**config.mk**
```make
export PLATFORM = sky130hd
export DESIGN_NAME = joystick_velocity_command_shaper_unit
export DESIGN_NICKNAME = d
export VERILOG_FILES = /design/src/rtl/core/jvcs_pkg.sv /design/src/rtl/core/jvcs_ctrl.sv /design/src/rtl/core/jvcs_dp.sv /design/src/rtl/core/joystick_velocity_command_shaper_unit.sv
export SDC_FILE = /design/constraint.sdc
export NUM_CORES = 2
export LEC_CHECK = 0
export BUFFER_PORTS_ARGS = -buffer_cell sky130_fd_sc_hd__buf_4
export CELL_PAD_IN_SITES_DETAIL_PLACEMENT = 0
export CELL_PAD_IN_SITES_GLOBAL_PLACEMENT = 1
export CORE_UTILIZATION = 53
export CTS_CLUSTER_SIZE = 24
export DETAILED_ROUTE_END_ITERATION = 7
export GPL_ROUTABILITY_DRIVEN = 0
export HOLD_SLACK_MARGIN = 0.15
export PLACE_DENSITY_LB_ADDON = 0.1
export SLEW_MARGIN = 0
export SYNTH_ARGS = -nofsm -noshare
export SYNTH_HDL_FRONTEND = slang
export SYNTH_SLANG_ARGS = --single-unit
export TNS_END_PERCENT = 1
```
**constraint.sdc**
```tcl
create_clock -name aclk -period 14.3 [get_ports aclk]
set_clock_uncertainty 0.05 [all_clocks]
set_input_delay 0.715 -clock aclk [delete_from_list [all_inputs] [get_ports aclk]]
set_output_delay 0.715 -clock aclk [all_outputs]
set_load 0.01 [all_outputs]
```
**src/rtl/core/jvcs_pkg.sv**
```systemverilog
`timescale 1ns / 1ps

package jvcs_pkg;

    // Controller states
    typedef enum logic [2:0] {
        S_IDLE,
        S_MUL_LIM,
        S_MUL_SF,
        S_ROUND,
        S_FIN
    } state_t;

    // Velocity component being shaped
    typedef enum logic [1:0] {
        AX_X,
        AX_Y,
        AX_ROT
    } axis_sel_t;

    // Configuration register indexes
    typedef enum logic [2:0] {
        REG_LINEAR_MAX   = 3'd0,
        REG_ROTATION_MAX = 3'd1,
        REG_LIMIT_STEP   = 3'd2,
        REG_SLOW_FACTOR  = 3'd3,
        REG_LIFT_SPEED   = 3'd4
    } cfg_reg_t;

    localparam int CFG_IDX_BITS  = 3;
    localparam int CFG_DATA_BITS = 15;
    localparam int LIM_BITS      = 15;
    localparam int LIFT_BITS     = 7;
    localparam int LIFT_CMD_BITS = 8;

    // Drive request codes
    localparam logic [1:0] DR_NONE    = 2'd0;
    localparam logic [1:0] DR_ENABLE  = 2'd1;
    localparam logic [1:0] DR_DISABLE = 2'd2;

    // Register reset values
    localparam logic [LIM_BITS-1:0]  LINEAR_MAX_RST   = 15'd4096;
    localparam logic [LIM_BITS-1:0]  ROTATION_MAX_RST = 15'd4096;
    localparam logic [LIM_BITS-1:0]  LIMIT_STEP_RST   = 15'd410;
    localparam logic [LIM_BITS-1:0]  SLOW_FACTOR_RST  = 15'd8192;
    localparam logic [LIFT_BITS-1:0] LIFT_SPEED_RST   = 7'd0;

    // +1.0 and -1.0 in Q1.14, wide enough for axis widths up to 34 bits
    localparam logic signed [33:0] POS_ONE_Q14 = 34'sd16384;
    localparam logic signed [33:0] NEG_ONE_Q14 = -34'sd16384;

    // Rounding shifts for normal and slow mode
    localparam int SHIFT_NORMAL = 14;
    localparam int SHIFT_SLOW   = 28;

    typedef struct packed {
        logic      load;
        logic      mul_lim;
        logic      mul_sf;
        logic      round;
        logic      commit;
        axis_sel_t axis_sel;
    } cmd_t;

    typedef struct packed {
        logic slow;
        logic out_free;
    } status_t;

endpackage

```
**src/rtl/core/jvcs_ctrl.sv**
```systemverilog
`timescale 1ns / 1ps

module jvcs_ctrl (
    input  logic               aclk,
    input  logic               aresetn,
    input  logic               s_valid,
    output logic               s_ready,
    input  jvcs_pkg::status_t  sts,
    output jvcs_pkg::cmd_t     cmd
);

    jvcs_pkg::state_t    state_reg, state_next;
    jvcs_pkg::axis_sel_t axis_reg, axis_next;

    always_ff @(posedge aclk) begin
        if (!aresetn) begin
            state_reg <= jvcs_pkg::S_IDLE;
            axis_reg  <= jvcs_pkg::AX_X;
        end else begin
            state_reg <= state_next;
            axis_reg  <= axis_next;
        end
    end

    always_comb begin
        state_next   = state_reg;
        axis_next    = axis_reg;
        s_ready      = 1'b0;
        cmd          = '0;
        cmd.axis_sel = axis_reg;
        case (state_reg)
            jvcs_pkg::S_IDLE: begin
                s_ready = 1'b1;
                if (s_valid) begin
                    cmd.load   = 1'b1;
                    axis_next  = jvcs_pkg::AX_X;
                    state_next = jvcs_pkg::S_MUL_LIM;
                end
            end
            jvcs_pkg::S_MUL_LIM: begin
                cmd.mul_lim = 1'b1;
                state_next  = sts.slow ? jvcs_pkg::S_MUL_SF : jvcs_pkg::S_ROUND;
            end
            jvcs_pkg::S_MUL_SF: begin
                cmd.mul_sf = 1'b1;
                state_next = jvcs_pkg::S_ROUND;
            end
            jvcs_pkg::S_ROUND: begin
                cmd.round = 1'b1;
                case (axis_reg)
                    jvcs_pkg::AX_X: begin
                        axis_next  = jvcs_pkg::AX_Y;
                        state_next = jvcs_pkg::S_MUL_LIM;
                    end
                    jvcs_pkg::AX_Y: begin
                        axis_next  = jvcs_pkg::AX_ROT;
                        state_next = jvcs_pkg::S_MUL_LIM;
                    end
                    default: begin
                        state_next = jvcs_pkg::S_FIN;
                    end
                endcase
            end
            jvcs_pkg::S_FIN: begin
                // hold until the output register can take the transaction
                if (sts.out_free) begin
                    cmd.commit = 1'b1;
                    state_next = jvcs_pkg::S_IDLE;
                end
            end
            default: begin
                state_next = jvcs_pkg::S_IDLE;
            end
        endcase
    end

endmodule

```
**src/rtl/core/jvcs_dp.sv**
```systemverilog
`timescale 1ns / 1ps

module jvcs_dp #(
    parameter int AXIS_BITS = 16,
    parameter int VEL_BITS  = 16
) (
    input  logic                                        aclk,
    input  logic                                        aresetn,
    input  jvcs_pkg::cmd_t                              cmd,
    output jvcs_pkg::status_t                           sts,
    input  logic                                        s_btn_enable,
    input  logic                                        s_btn_disable,
    input  logic                                        s_btn_lift_up,
    input  logic                                        s_btn_lift_down,
    input  logic                                        s_btn_toggle_twist,
    input  logic                                        s_btn_dead_man,
    input  logic                                        s_btn_dead_man_slow,
    input  logic signed [AXIS_BITS-1:0]                 s_axis_trans_x,
    input  logic signed [AXIS_BITS-1:0]                 s_axis_trans_y,
    input  logic signed [AXIS_BITS-1:0]                 s_axis_rot_z,
    input  logic signed [AXIS_BITS-1:0]                 s_dpad_north,
    input  logic signed [AXIS_BITS-1:0]                 s_dpad_west,
    input  logic                                        cfg_valid,
    input  logic [jvcs_pkg::CFG_IDX_BITS-1:0]           cfg_index,
    input  logic [jvcs_pkg::CFG_DATA_BITS-1:0]          cfg_data,
    input  logic                                        m_ready,
    output logic                                        m_valid,
    output logic [1:0]                                  m_drive_request,
    output logic                                        m_vel_valid,
    output logic signed [VEL_BITS-1:0]                  m_vel_x,
    output logic signed [VEL_BITS-1:0]                  m_vel_y,
    output logic signed [VEL_BITS-1:0]                  m_rot_z,
    output logic                                        m_lift_valid,
    output logic signed [jvcs_pkg::LIFT_CMD_BITS-1:0]   m_lift_cmd,
    output logic                                        m_twist_off
);

    localparam int LW = jvcs_pkg::LIM_BITS;
    localparam int MW = AXIS_BITS + LW;
    localparam int PW = MW + LW;
    localparam int SW = (VEL_BITS > LW) ? VEL_BITS : LW;
    localparam logic [PW:0] BIAS_NORMAL = (PW+1)'(1) << (jvcs_pkg::SHIFT_NORMAL - 1);
    localparam logic [PW:0] BIAS_SLOW   = (PW+1)'(1) << (jvcs_pkg::SHIFT_SLOW - 1);
    localparam logic [SW-1:0] VMAX = SW'({1'b0, {(VEL_BITS-1){1'b1}}});

    // configuration
    logic [LW-1:0]                  lin_max_reg, rot_max_reg, step_reg, sf_reg;
    logic [jvcs_pkg::LIFT_BITS-1:0] lift_speed_reg;

    // sample state
    logic                 seen_reg, prev_dm_reg, prev_dms_reg, prev_tog_reg;
    logic [AXIS_BITS-1:0] prev_dn_reg;
    logic                 twist_reg, zero_sent_reg;
    logic [LW-1:0]        lin_lim_reg, rot_lim_reg;

    // captured sample
    logic en_reg, dis_reg, up_reg, down_reg, tog_reg, dm_reg, dms_reg;
    logic [AXIS_BITS-1:0] ax_reg, ay_reg, ar_reg, dn_reg, dw_reg;

    // shaping
    logic [PW-1:0]       prod_reg;
    logic [VEL_BITS-1:0] vx_reg, vy_reg, rz_reg;
    logic                m_valid_reg;

    function automatic logic [LW-1:0] clamp_lim(
        input logic signed [LW+1:0] v,
        input logic [LW-1:0]        lo,
        input logic [LW-1:0]        hi
    );
        logic signed [LW+1:0] t;
        t = v;
        if (t < $signed({2'b00, lo})) t = $signed({2'b00, lo});
        if (t > $signed({2'b00, hi})) t = $signed({2'b00, hi});
        return t[LW-1:0];
    endfunction

    assign sts.slow     = dms_reg;
    assign sts.out_free = !m_valid_reg || m_ready;
    assign m_valid      = m_valid_reg;

    always_ff @(posedge aclk) begin
        if (!aresetn) begin
            lin_max_reg    <= jvcs_pkg::LINEAR_MAX_RST;
            rot_max_reg    <= jvcs_pkg::ROTATION_MAX_RST;
            step_reg       <= jvcs_pkg::LIMIT_STEP_RST;
            sf_reg         <= jvcs_pkg::SLOW_FACTOR_RST;
            lift_speed_reg <= jvcs_pkg::LIFT_SPEED_RST;
        end else if (cfg_valid) begin
            case (cfg_index)
                jvcs_pkg::REG_LINEAR_MAX:   lin_max_reg    <= cfg_data;
                jvcs_pkg::REG_ROTATION_MAX: rot_max_reg    <= cfg_data;
                jvcs_pkg::REG_LIMIT_STEP:   step_reg       <= cfg_data;
                jvcs_pkg::REG_SLOW_FACTOR:  sf_reg         <= cfg_data;
                jvcs_pkg::REG_LIFT_SPEED:   lift_speed_reg <= cfg_data[jvcs_pkg::LIFT_BITS-1:0];
                default: ;
            endcase
        end
    end

    always_ff @(posedge aclk) begin
        if (cmd.load) begin
            en_reg   <= s_btn_enable;
            dis_reg  <= s_btn_disable;
            up_reg   <= s_btn_lift_up;
            down_reg <= s_btn_lift_down;
            tog_reg  <= s_btn_toggle_twist;
            dm_reg   <= s_btn_dead_man;
            dms_reg  <= s_btn_dead_man_slow;
            ax_reg   <= s_axis_trans_x;
            ay_reg   <= s_axis_trans_y;
            ar_reg   <= s_axis_rot_z;
            dn_reg   <= s_dpad_north;
            dw_reg   <= s_dpad_west;
        end
    end

    // ---- shared multiplier: |axis| * limit, then * slow factor in slow mode ----
    logic [AXIS_BITS-1:0] axis_val, axis_mag;
    logic [LW-1:0]        limit_val;
    logic                 axis_neg;
    logic [MW-1:0]        mul_a;
    logic [LW-1:0]        mul_b;
    logic [PW-1:0]        mul_p;

    always_comb begin
        case (cmd.axis_sel)
            jvcs_pkg::AX_X: begin
                axis_val  = (dn_reg != '0) ? dn_reg : ax_reg;
                limit_val = lin_lim_reg;
            end
            jvcs_pkg::AX_Y: begin
                axis_val  = (dw_reg != '0) ? dw_reg : ay_reg;
                limit_val = lin_lim_reg;
            end
            default: begin
                axis_val  = ar_reg;
                limit_val = rot_lim_reg;
            end
        endcase
    end

    assign axis_neg = axis_val[AXIS_BITS-1];
    assign axis_mag = axis_neg ? AXIS_BITS'(~axis_val + 1'b1) : axis_val;
    assign mul_a    = cmd.mul_sf ? prod_reg[MW-1:0] : MW'(axis_mag);
    assign mul_b    = cmd.mul_sf ? sf_reg : limit_val;
    assign mul_p    = PW'(mul_a * mul_b);

    always_ff @(posedge aclk) begin
        if (cmd.mul_lim || cmd.mul_sf) begin
            prod_reg <= mul_p;
        end
    end

    // ---- round half away from zero, clamp to limit, saturate ----
    logic [PW:0]         rsum, rq;
    logic [LW-1:0]       pmag;
    logic [SW-1:0]       pext, psat;
    logic [VEL_BITS-1:0] pvel, vres;

    assign rsum = {1'b0, prod_reg} + (dms_reg ? BIAS_SLOW : BIAS_NORMAL);
    assign rq   = dms_reg ? (rsum >> jvcs_pkg::SHIFT_SLOW) : (rsum >> jvcs_pkg::SHIFT_NORMAL);
    assign pmag = (rq > (PW+1)'(limit_val)) ? limit_val : rq[LW-1:0];
    assign pext = SW'(pmag);
    assign psat = (pext > VMAX) ? VMAX : pext;
    assign pvel = psat[VEL_BITS-1:0];
    assign vres = axis_neg ? VEL_BITS'(~pvel + 1'b1) : pvel;

    always_ff @(posedge aclk) begin
        if (cmd.round) begin
            case (cmd.axis_sel)
                jvcs_pkg::AX_X: vx_reg <= vres;
                jvcs_pkg::AX_Y: vy_reg <= vres;
                default:        rz_reg <= vres;
            endcase
        end
    end

    // ---- per-sample decisions, applied at commit ----
    logic                   o_dm, o_dms, o_tog, dead, tw_new, vvalid, north, south;
    logic [AXIS_BITS-1:0]   o_dn;
    logic signed [33:0]     odn_w, dn_w;
    logic [1:0]             drive;
    logic [jvcs_pkg::LIFT_CMD_BITS-1:0] lift;
    logic signed [LW+1:0]   lin_sum, rot_sum;
    logic [LW-1:0]          lin_lim_next, rot_lim_next;
    logic                   zero_sent_next;

    assign o_dm  = seen_reg ? prev_dm_reg  : dm_reg;
    assign o_dms = seen_reg ? prev_dms_reg : dms_reg;
    assign o_tog = seen_reg ? prev_tog_reg : tog_reg;
    assign o_dn  = seen_reg ? prev_dn_reg  : dn_reg;
    assign odn_w = 34'($signed(o_dn));
    assign dn_w  = 34'($signed(dn_reg));

    assign dead   = dm_reg || dms_reg;
    assign tw_new = twist_reg ^ (tog_reg && !o_tog);
    assign vvalid = !tw_new && (dead || !zero_sent_reg);
    assign north  = !dead && (dn_w > 34'sd0) && (odn_w < jvcs_pkg::POS_ONE_Q14);
    assign south  = !dead && (dn_w < 34'sd0) && (odn_w > jvcs_pkg::NEG_ONE_Q14);

    always_comb begin
        if (dis_reg) begin
            drive = jvcs_pkg::DR_DISABLE;
        end else if (en_reg || (dm_reg && !o_dm) || (dms_reg && !o_dms)) begin
            drive = jvcs_pkg::DR_ENABLE;
        end else begin
            drive = jvcs_pkg::DR_NONE;
        end
    end

    always_comb begin
        lift = '0;
        if (!tw_new) begin
            if (up_reg) begin
                lift = {1'b0, lift_speed_reg};
            end else if (down_reg) begin
                lift = jvcs_pkg::LIFT_CMD_BITS'(~{1'b0, lift_speed_reg} + 1'b1);
            end
        end
    end

    assign zero_sent_next = tw_new ? zero_sent_reg : !dead;

    always_comb begin
        lin_sum = $signed({2'b00, lin_lim_reg});
        rot_sum = $signed({2'b00, rot_lim_reg});
        if (north) begin
            lin_sum = $signed({2'b00, lin_lim_reg}) + $signed({2'b00, step_reg});
            rot_sum = $signed({2'b00, rot_lim_reg}) + $signed({2'b00, step_reg});
        end else if (south) begin
            lin_sum = $signed({2'b00, lin_lim_reg}) - $signed({2'b00, step_reg});
            rot_sum = $signed({2'b00, rot_lim_reg}) - $signed({2'b00, step_reg});
        end
        lin_lim_next = (north || south) ? clamp_lim(lin_sum, step_reg, lin_max_reg)
                                        : lin_lim_reg;
        rot_lim_next = (north || south) ? clamp_lim(rot_sum, step_reg, rot_max_reg)
                                        : rot_lim_reg;
    end

    always_ff @(posedge aclk) begin
        if (!aresetn) begin
            seen_reg      <= 1'b0;
            prev_dm_reg   <= 1'b0;
            prev_dms_reg  <= 1'b0;
            prev_tog_reg  <= 1'b0;
            prev_dn_reg   <= '0;
            twist_reg     <= 1'b0;
            zero_sent_reg <= 1'b0;
            lin_lim_reg   <= jvcs_pkg::LINEAR_MAX_RST;
            rot_lim_reg   <= jvcs_pkg::ROTATION_MAX_RST;
        end else if (cmd.commit) begin
            seen_reg      <= 1'b1;
            prev_dm_reg   <= dm_reg;
            prev_dms_reg  <= dms_reg;
            prev_tog_reg  <= tog_reg;
            prev_dn_reg   <= dn_reg;
            twist_reg     <= tw_new;
            zero_sent_reg <= zero_sent_next;
            lin_lim_reg   <= lin_lim_next;
            rot_lim_reg   <= rot_lim_next;
        end
    end

    // ---- output register ----
    always_ff @(posedge aclk) begin
        if (!aresetn) begin
            m_valid_reg <= 1'b0;
        end else if (cmd.commit) begin
            m_valid_reg <= 1'b1;
        end else if (m_ready) begin
            m_valid_reg <= 1'b0;
        end
    end

    always_ff @(posedge aclk) begin
        if (cmd.commit) begin
            m_drive_request <= drive;
            m_vel_valid     <= vvalid;
            m_vel_x         <= (vvalid && dead) ? vx_reg : '0;
            m_vel_y         <= (vvalid && dead) ? vy_reg : '0;
            m_rot_z         <= (vvalid && dead) ? rz_reg : '0;
            m_lift_valid    <= !tw_new;
            m_lift_cmd      <= lift;
            m_twist_off     <= tw_new;
        end
    end

endmodule

```
**src/rtl/core/joystick_velocity_command_shaper_unit.sv**
```systemverilog
// Flow: after an input is taken, each velocity component passes through S_MUL_LIM,
// S_MUL_SF (slow dead man held only) and S_ROUND, then S_FIN commits once the output
// register can take it. No new input is taken until the controller returns to idle;
// one shared multiplier does one or two passes per velocity component, three components.
// Reset: synchronous active-low aresetn restores register defaults and limits.
`timescale 1ns / 1ps

module joystick_velocity_command_shaper_unit #(
    parameter int AXIS_BITS = 16,
    parameter int VEL_BITS  = 16
) (
    input  logic                                        aclk,
    input  logic                                        aresetn,
    input  logic                                        s_valid,
    output logic                                        s_ready,
    input  logic                                        s_btn_enable,
    input  logic                                        s_btn_disable,
    input  logic                                        s_btn_lift_up,
    input  logic                                        s_btn_lift_down,
    input  logic                                        s_btn_toggle_twist,
    input  logic                                        s_btn_dead_man,
    input  logic                                        s_btn_dead_man_slow,
    input  logic signed [AXIS_BITS-1:0]                 s_axis_trans_x,
    input  logic signed [AXIS_BITS-1:0]                 s_axis_trans_y,
    input  logic signed [AXIS_BITS-1:0]                 s_axis_rot_z,
    input  logic signed [AXIS_BITS-1:0]                 s_dpad_north,
    input  logic signed [AXIS_BITS-1:0]                 s_dpad_west,
    input  logic                                        cfg_valid,
    output logic                                        cfg_ready,
    input  logic [jvcs_pkg::CFG_IDX_BITS-1:0]           cfg_index,
    input  logic [jvcs_pkg::CFG_DATA_BITS-1:0]          cfg_data,
    output logic                                        m_valid,
    input  logic                                        m_ready,
    output logic [1:0]                                  m_drive_request,
    output logic                                        m_vel_valid,
    output logic signed [VEL_BITS-1:0]                  m_vel_x,
    output logic signed [VEL_BITS-1:0]                  m_vel_y,
    output logic signed [VEL_BITS-1:0]                  m_rot_z,
    output logic                                        m_lift_valid,
    output logic signed [jvcs_pkg::LIFT_CMD_BITS-1:0]   m_lift_cmd,
    output logic                                        m_twist_off
);

    jvcs_pkg::cmd_t    cmd;
    jvcs_pkg::status_t sts;

    assign cfg_ready = 1'b1;

    jvcs_ctrl u_ctrl (
        .aclk    (aclk),
        .aresetn (aresetn),
        .s_valid (s_valid),
        .s_ready (s_ready),
        .sts     (sts),
        .cmd     (cmd)
    );

    jvcs_dp #(
        .AXIS_BITS (AXIS_BITS),
        .VEL_BITS  (VEL_BITS)
    ) u_dp (
        .aclk                (aclk),
        .aresetn             (aresetn),
        .cmd                 (cmd),
        .sts                 (sts),
        .s_btn_enable        (s_btn_enable),
        .s_btn_disable       (s_btn_disable),
        .s_btn_lift_up       (s_btn_lift_up),
        .s_btn_lift_down     (s_btn_lift_down),
        .s_btn_toggle_twist  (s_btn_toggle_twist),
        .s_btn_dead_man      (s_btn_dead_man),
        .s_btn_dead_man_slow (s_btn_dead_man_slow),
        .s_axis_trans_x      (s_axis_trans_x),
        .s_axis_trans_y      (s_axis_trans_y),
        .s_axis_rot_z        (s_axis_rot_z),
        .s_dpad_north        (s_dpad_north),
        .s_dpad_west         (s_dpad_west),
        .cfg_valid           (cfg_valid),
        .cfg_index           (cfg_index),
        .cfg_data            (cfg_data),
        .m_ready             (m_ready),
        .m_valid             (m_valid),
        .m_drive_request     (m_drive_request),
        .m_vel_valid         (m_vel_valid),
        .m_vel_x             (m_vel_x),
        .m_vel_y             (m_vel_y),
        .m_rot_z             (m_rot_z),
        .m_lift_valid        (m_lift_valid),
        .m_lift_cmd          (m_lift_cmd),
        .m_twist_off         (m_twist_off)
    );

`ifndef SYNTHESIS
    // never overwrite a transaction still waiting at the output
    a_commit_free: assert property (@(posedge aclk) disable iff (!aresetn)
        cmd.commit |-> (!m_valid || m_ready))
        else $error("result committed over a pending transaction");

    a_commit_shows: assert property (@(posedge aclk) disable iff (!aresetn)
        cmd.commit |=> m_valid)
        else $error("committed result not presented");

    // lift is issued exactly when twist is enabled
    a_lift_twist: assert property (@(posedge aclk) disable iff (!aresetn)
        m_valid |-> (m_lift_valid == !m_twist_off))
        else $error("lift valid disagrees with twist flag");

    a_vel_zero: assert property (@(posedge aclk) disable iff (!aresetn)
        (m_valid && !m_vel_valid) |-> (m_vel_x == '0 && m_vel_y == '0 && m_rot_z == '0))
        else $error("velocity nonzero without a velocity command");

    a_no_accept_busy: assert property (@(posedge aclk) disable iff (!aresetn)
        (cmd.mul_lim || cmd.mul_sf || cmd.round) |-> !s_ready)
        else $error("input accepted while shaping");
`endif

endmodule
```
# ---- Word-level counts from Yosys, hierarchy flattened
# Index checks and enable logic that the tools add are counted.
# W data, S select, Z words.
dict set report totals {
  ff_bits 367
  input_bits 110
  out_inout_bits 64
  wordCells 169
}
dict set report classes {
  addsub 8
  n_mul 1
  magnitude_cmp 10
  n_eq_ne 12
  mux 45
  bitwise_logic 7
  n_reduce_logical 44
}
# cell n
set op_table {}
lappend op_table {{$mux W17} 6}
lappend op_table {{$mux W15} 6}
lappend op_table {{$mux W16} 5}
lappend op_table {{$add A46 B47 Y47} 1}
lappend op_table {{$gt A47 B15 Y1} 1}
lappend op_table {{$mul A31 B15 Y46} 1}
lappend op_table {{$gt A17 B16 Y1} 2}
lappend op_table {{$lt A17 B16 Y1} 2}
lappend op_table {{$mux W33} 1}
lappend op_table {{$add A15 B15 Y16} 2}
lappend op_table {{$add A16 B1 Y16 const B} 2}
lappend op_table {{$not A16 Y16} 2}
lappend op_table {{$pmux W16 S2} 1}
lappend op_table {{$reduce_bool A16 Y1} 2}
lappend op_table {{$sub A15 B15 Y16} 2}
lappend op_table {{$mux W31} 1}
lappend op_table {{$mux W28} 1}
lappend op_table {{$reduce_and A2 Y1} 11}
lappend op_table {{$gt A16 B1 Y1 const B} 1}
lappend op_table {{$gt A16 B15 Y1 const B} 1}
lappend op_table {{$lt A16 B1 Y1 const B} 1}
lappend op_table {{$lt A16 B16 Y1 const B} 1}
lappend op_table {{$gt A15 B15 Y1 const B} 1}
lappend op_table {{$mux W1} 15}
lappend op_table {{24 further kinds} 58}

# ---- Depth between registers and ports, before layout
dict set report depth {
  word_depth 10
  mapped_depth 37
  mapped_depth_nobuf 34
}

# ---- Hierarchy
# A second synthesis with hierarchy kept.
dict set report hier_totals {
  cells_unflattened 3829
  hier_area_um2 35479.0
}
# module instances cells_per_inst area_each_um2 seq_area_each_um2
set by_module_without_submodules {}
lappend by_module_without_submodules {jvcs_dp 1 3793 35180.0 9669.3}
lappend by_module_without_submodules {jvcs_ctrl 1 34 287.8 100.1}
lappend by_module_without_submodules {joystick_velocity_command_shaper_unit 1 2 11.3 0.0}

# ---- Least setup slack after synthesis
# OpenSTA, ideal clock, no wires.
dict set report synth_timing {
  kind {register -> register}
  startpoint {register u_dp.dw_reg[1]}
  endpoint {register u_dp.prod_reg[39], data pin}
  setup_time_ns 0.274
  t_arrival_ns 8.746
  required_ns 13.976
  path_slack_ns 5.230
  path_stages_with_launch 33
  n_path_buf 3
  synth_period_minus_slack_ns 9.070
  path_cell_list {edfxtp_1 > nor4_1 > clkbuf_1 > a311oi_1 > o31ai_1 > inv_1 > ha_1 > o311ai_0 > nor3_1 > nand4_1 > clkbuf_1 > clkbuf_1 > nor3_1 > nor3_1 > fa_1 > fa_1 > inv_1 > fa_1 > fa_1 > fa_1 > inv_1 > fa_1 > inv_1 > ha_1 > a21oi_1 > o21ai_0 > a2111oi_0 > a211oi_1 > o221ai_1 > nand2_1 > a21oi_1 > mux2i_1 > o2111ai_1}
}
dict set report synth_between {
  elab_chain_cells 8
}
# element line_no
set synth_lines {}
lappend synth_lines {{start: declaration} jvcs_dp.sv:58} ;# logic [AXIS_BITS-1:0] ax_reg, ay_reg, ar_reg, dn_reg, dw_reg;
lappend synth_lines {{start signal: assignment} jvcs_dp.sv:113} ;# dw_reg <= s_dpad_west;
lappend synth_lines {{$reduce_bool A16 Y1} jvcs_dp.sv:132} ;# axis_val = (dw_reg != '0) ? dw_reg : ay_reg;
lappend synth_lines {{$mux W16 *} jvcs_dp.sv:132}
lappend synth_lines {{$pmux W16 S2 *} jvcs_dp.sv:126} ;# case (cmd.axis_sel)
lappend synth_lines {{$not A16 Y16} jvcs_dp.sv:143} ;# assign axis_mag = axis_neg ? AXIS_BITS'(~axis_val + 1'b1) : axis_val;
lappend synth_lines {{$add A16 B1 Y16} jvcs_dp.sv:143}
lappend synth_lines {{$mux W16 *} jvcs_dp.sv:143}
lappend synth_lines {{$mux W31 *} jvcs_dp.sv:144} ;# assign mul_a = cmd.mul_sf ? prod_reg[MW-1:0] : MW'(axis_mag);
lappend synth_lines {{$mul A31 B15 Y46 *} jvcs_dp.sv:146} ;# assign mul_p = PW'(mul_a * mul_b);
lappend synth_lines {{named net u_dp.mul_p[39]} jvcs_dp.sv:123} ;# logic [PW-1:0] mul_p;
lappend synth_lines {{end signal: assignment} jvcs_dp.sv:150} ;# prod_reg <= mul_p;
lappend synth_lines {{end: declaration} jvcs_dp.sv:61} ;# logic [PW-1:0] prod_reg;
# Mark *: on every way through the listed nets, which the timed path passes. The rest lies on a longest branch.
# A chain may end at the register's enable or synchronous reset.

# ---- Final worst setup path
dict set report layout_timing {
  startpoint {register u_ctrl.axis_reg[0]}
  endpoint {register u_dp.prod_reg[45], data pin}
}
dict set report layout_between {
  elab_chain_cells 7
  elab_cells_between_ends 11
  classes_between {add/sub (1); mul (1); eq/ne (1); mux (5); bitwise (1); reduce/logical (2)}
}
# element line_no
set layout_lines {}
lappend layout_lines {{start: declaration} jvcs_ctrl.sv:13} ;# jvcs_pkg::axis_sel_t axis_reg, axis_next;
lappend layout_lines {{start signal: assignment} jvcs_ctrl.sv:18} ;# axis_reg <= jvcs_pkg::AX_X;
lappend layout_lines {{start signal: assignment} jvcs_ctrl.sv:21} ;# axis_reg <= axis_next;
lappend layout_lines {{$eq A2 B1 Y1 / $logic_not A2 Y1 (equally long branches)} jvcs_dp.sv:126}
lappend layout_lines {{$pmux W16 S2} jvcs_dp.sv:126}
lappend layout_lines {{$not A16 Y16} jvcs_dp.sv:143}
lappend layout_lines {{$add A16 B1 Y16} jvcs_dp.sv:143}
lappend layout_lines {{$mux W16} jvcs_dp.sv:143}
lappend layout_lines {{$mux W31} jvcs_dp.sv:144}
lappend layout_lines {{$mul A31 B15 Y46 *} jvcs_dp.sv:146}
lappend layout_lines {{named net u_dp.mul_p[45]} jvcs_dp.sv:123}
# Marked as above.

==> impl_metrics.json <==
{
  "endpoint_kind": "flop",
  "timing.final.crit_period_ps": 10760,
  "synth-compound-area-share_pct": 14.13,
  "grt.total_usage_pct": 32.61,
  "synth_nets": 4912,
  "ys_ff_latch": 367,
  "max_stage_delay_ps": 850,
  "period_share_pct": 75.23,
  "cts_tree": "done",
  "postCtsSetupRepairBufs": 0,
  "place_area_um2": 39260,
  "finish.instance_area_um2": 40680,
  "antenna_cells": 0,
  "cp_max_fo": 19,
  "num_vias": 30970,
  "p_leak_nw": 17.82,
  "max-vdd-ir-drop_uv": 248.9,
  "io_pins": 174,
  "cpMaxStageDelayCell": "a2111oi_0",
  "synth_top_family_by_area": "adder cells",
  "power_frac_comb_pct": 52.5,
  "synth_top_cell_area_share_pct": 20.35,
  "numCtsBuffers": 43,
  "finalWirelength_mm": 114.1,
  "cts_resized": 0,
  "postCtsHoldBufs": 0,
  "critPathKind": "reg -> reg",
  "synth-edff-count": 242,
  "grt_max_degree": 89,
  "cap_violations": 0,
  "async_flop_share_pct": 0,
  "cts_num_sinks": 367,
  "synth_mux_area_share_pct": 2.544,
  "relSlewSlack_pct": 15.99,
  "synth_ff_type": "edfxtp_1",
  "ant_nets": 0,
  "synthXorXnorAreaFrac_pct": 1.856,
  "synth.avg_cell_area_um2": 8.935,
  "ys_seq_area_share_pct": 26.20,
  "finalSetupViolCount": 0,
  "ys_types": 98,
  "dr.first_iter.drc_count": 2718,
  "wl_per_cell_um": 22.07,
  "fmax_mhz": 92.96,
  "arrival_ps": 11030,
  "nets": 4947,
  "synthSimpleGateAreaFrac_pct": 19.01,
  "pwr-share-clk_pct": 20.5,
  "syn_to_final_growth_pct": 9.098,
  "drc": 0,
  "hp-class": "in -> reg",
  "grt_pass1_vias": 30470,
  "drive_gt1_share_pct": 8.821,
  "netlist_area_um2": 37280,
  "power_density_nw_per_um2": 133.0,
  "power_frac_seq_pct": 27.0,
  "grt_antenna_before_repair": 1,
  "core_um2": 69070,
  "grt_pass1_wl_mm": 179.2,
  "path_clk_slew_ps": 60,
  "critical_path_required_ps": 14570,
  "layout_commonest_cell": "nand2_1",
  "largest_reg_flops": 46,
  "switchingPower_mw": 2.391,
  "grt_overflow_total": 0,
  "fp-row-count": 96,
  "n_fill_cell": 6276,
  "yosysTopAreaCell": "fa_1",
  "worst_pin_slew_ps": 1260,
  "avgViaCountPerCell": 5.988,
  "fp.dieW_um": 267.2,
  "ys_warn_count": 0,
  "status": "completed",
  "rsz0062_at_grt": "false",
  "internal-power_mw": 3.017,
  "slew_violations": 0,
  "clk_latency_ps": 600,
  "cp-start-kind": "flop",
  "initial_utilization_pct": 53.98,
  "io_buffers": 172,
  "most-common-layout-cells": "538 x nand2_1, 497 x inv_1, 379 x fa_1",
  "cpMostUsedCell": "fa_1",
  "clk_path_buf_depth": 3,
  "h-tree-depth": 2,
  "clockRootBuffer": "clkbuf_16",
  "hpwl_mm": 89.47,
  "fin_tns_setup_ps": 0,
  "synthAdderAreaFrac_pct": 28.74,
  "hold_violations": 0,
  "syn-instance-count": 4173,
  "dieArea_um2": 71410,
  "swShare_pct": 44.21,
  "die_h_um": 267.2,
  "dr.pass1.iters": 6,
  "ys_top_cells_by_area": "fa_1 20%, edfxtp_1 19%, ha_1 8.4%"
}
[critical path: cells and delay by family, from the launching register on]
kind	cells	cell delay, ps
xor gates and xnor gates	2	290
adders and majority gates	8	3770
DFF	1	690
and+or+nand+nor	2	750
AOI/OAI and AO/OA	13	4000
buffers and inverters	5	920
[synth_stat cells, drive strengths merged (43+ instances only)]
library cell and count:
nand2 539, inv 500, fa 379, nor2 342
ha 250, edfxtp 242, a21oi 223, clkbuf 203
dfxtp 125, and3 121, o21ai 107, nand3 102
nor3 83, and2 81, mux2i 61, xnor2 56
o21a 44, a21o 43
[cell families (layout without fill, tap and decap cells)]
group                      after synthesis  in the layout
DFF                                    367            367
and+or+nand+nor                       1493           1493
other                                    1              1
buffers and inverters                  734            801
xor gates and xnor gates                79             79
AOI/OAI and AO/OA                      780            780
adders and majority gates              629            629
muxes                                   90             90
[layer usage]
metal	global-route usage [%]	vias up	share of wire (%)
met2	52.48	1158	47
met3	5.636	201	7.4
met4	10.86	2	3.2
met5	0	-	0.011
li1	-	14370	-
met1	44.52	15240	43
[power groups by stage]
stage | clock (mW) | sequential, mW | combinational, mW
final | 1.11 | 1.46 | 2.84
after floorplan | 0 | 1.37 | 2.10
after CTS | 1.13 | 1.45 | 2.83
after global placement | 0 | 1.47 | 2.78
after detailed placement | 0 | 1.48 | 2.77
after global routing | 1.16 | 1.47 | 3.23
[final timing paths]
check                                         from                      end  slack (ps)  cells past startpoint
worst max-delay path            u_ctrl.axis_reg[0]        u_dp.prod_reg[45]        3540                     30
worst min-delay path              s_axis_rot_z[15]          u_dp.ar_reg[15]         240                      1
worst max register to register  u_ctrl.axis_reg[0]        u_dp.prod_reg[45]        3540                     30
worst min register to register        u_dp.dis_reg  u_dp.m_drive_request[1]         390                      0
[per-stage QoR]
stage | power, mW | util, % | setup WS [ps] | instances | hold WS, ps
4_1_cts | 5.410 | 58.89 | 3720 | 5171 | 223.6
6_report | 5.408 | 58.89 | 3543 | 5171 | 243.4
5_1_grt | 5.864 | 58.89 | 2926 | 5171 | 234.0
2_1_floorplan | 3.470 | - | 5230 | 4173 | 377.2
3_3_place_gp | 4.252 | 56.84 | 3888 | 5094 | 383.9
3_5_place_dp | 4.246 | 56.84 | 3828 | 5094 | 391.7
[cell type report]
type / count / area (µm²) / share of cell area, %
Clock buffer: 54 / 1159 / 2.848
Clock inverter: 23 / 257.7 / 0.6337
Inverter: 503 / 1891 / 4.648
Multi-Input combinational cell: 3072 / 24780 / 60.91
Sequential cell: 367 / 9771 / 24.02
Tap cell: 931 / 1165 / 2.864
Timing Repair Buffer: 221 / 1659 / 4.079
Note: power is estimated with default switching activity, not from simulation.
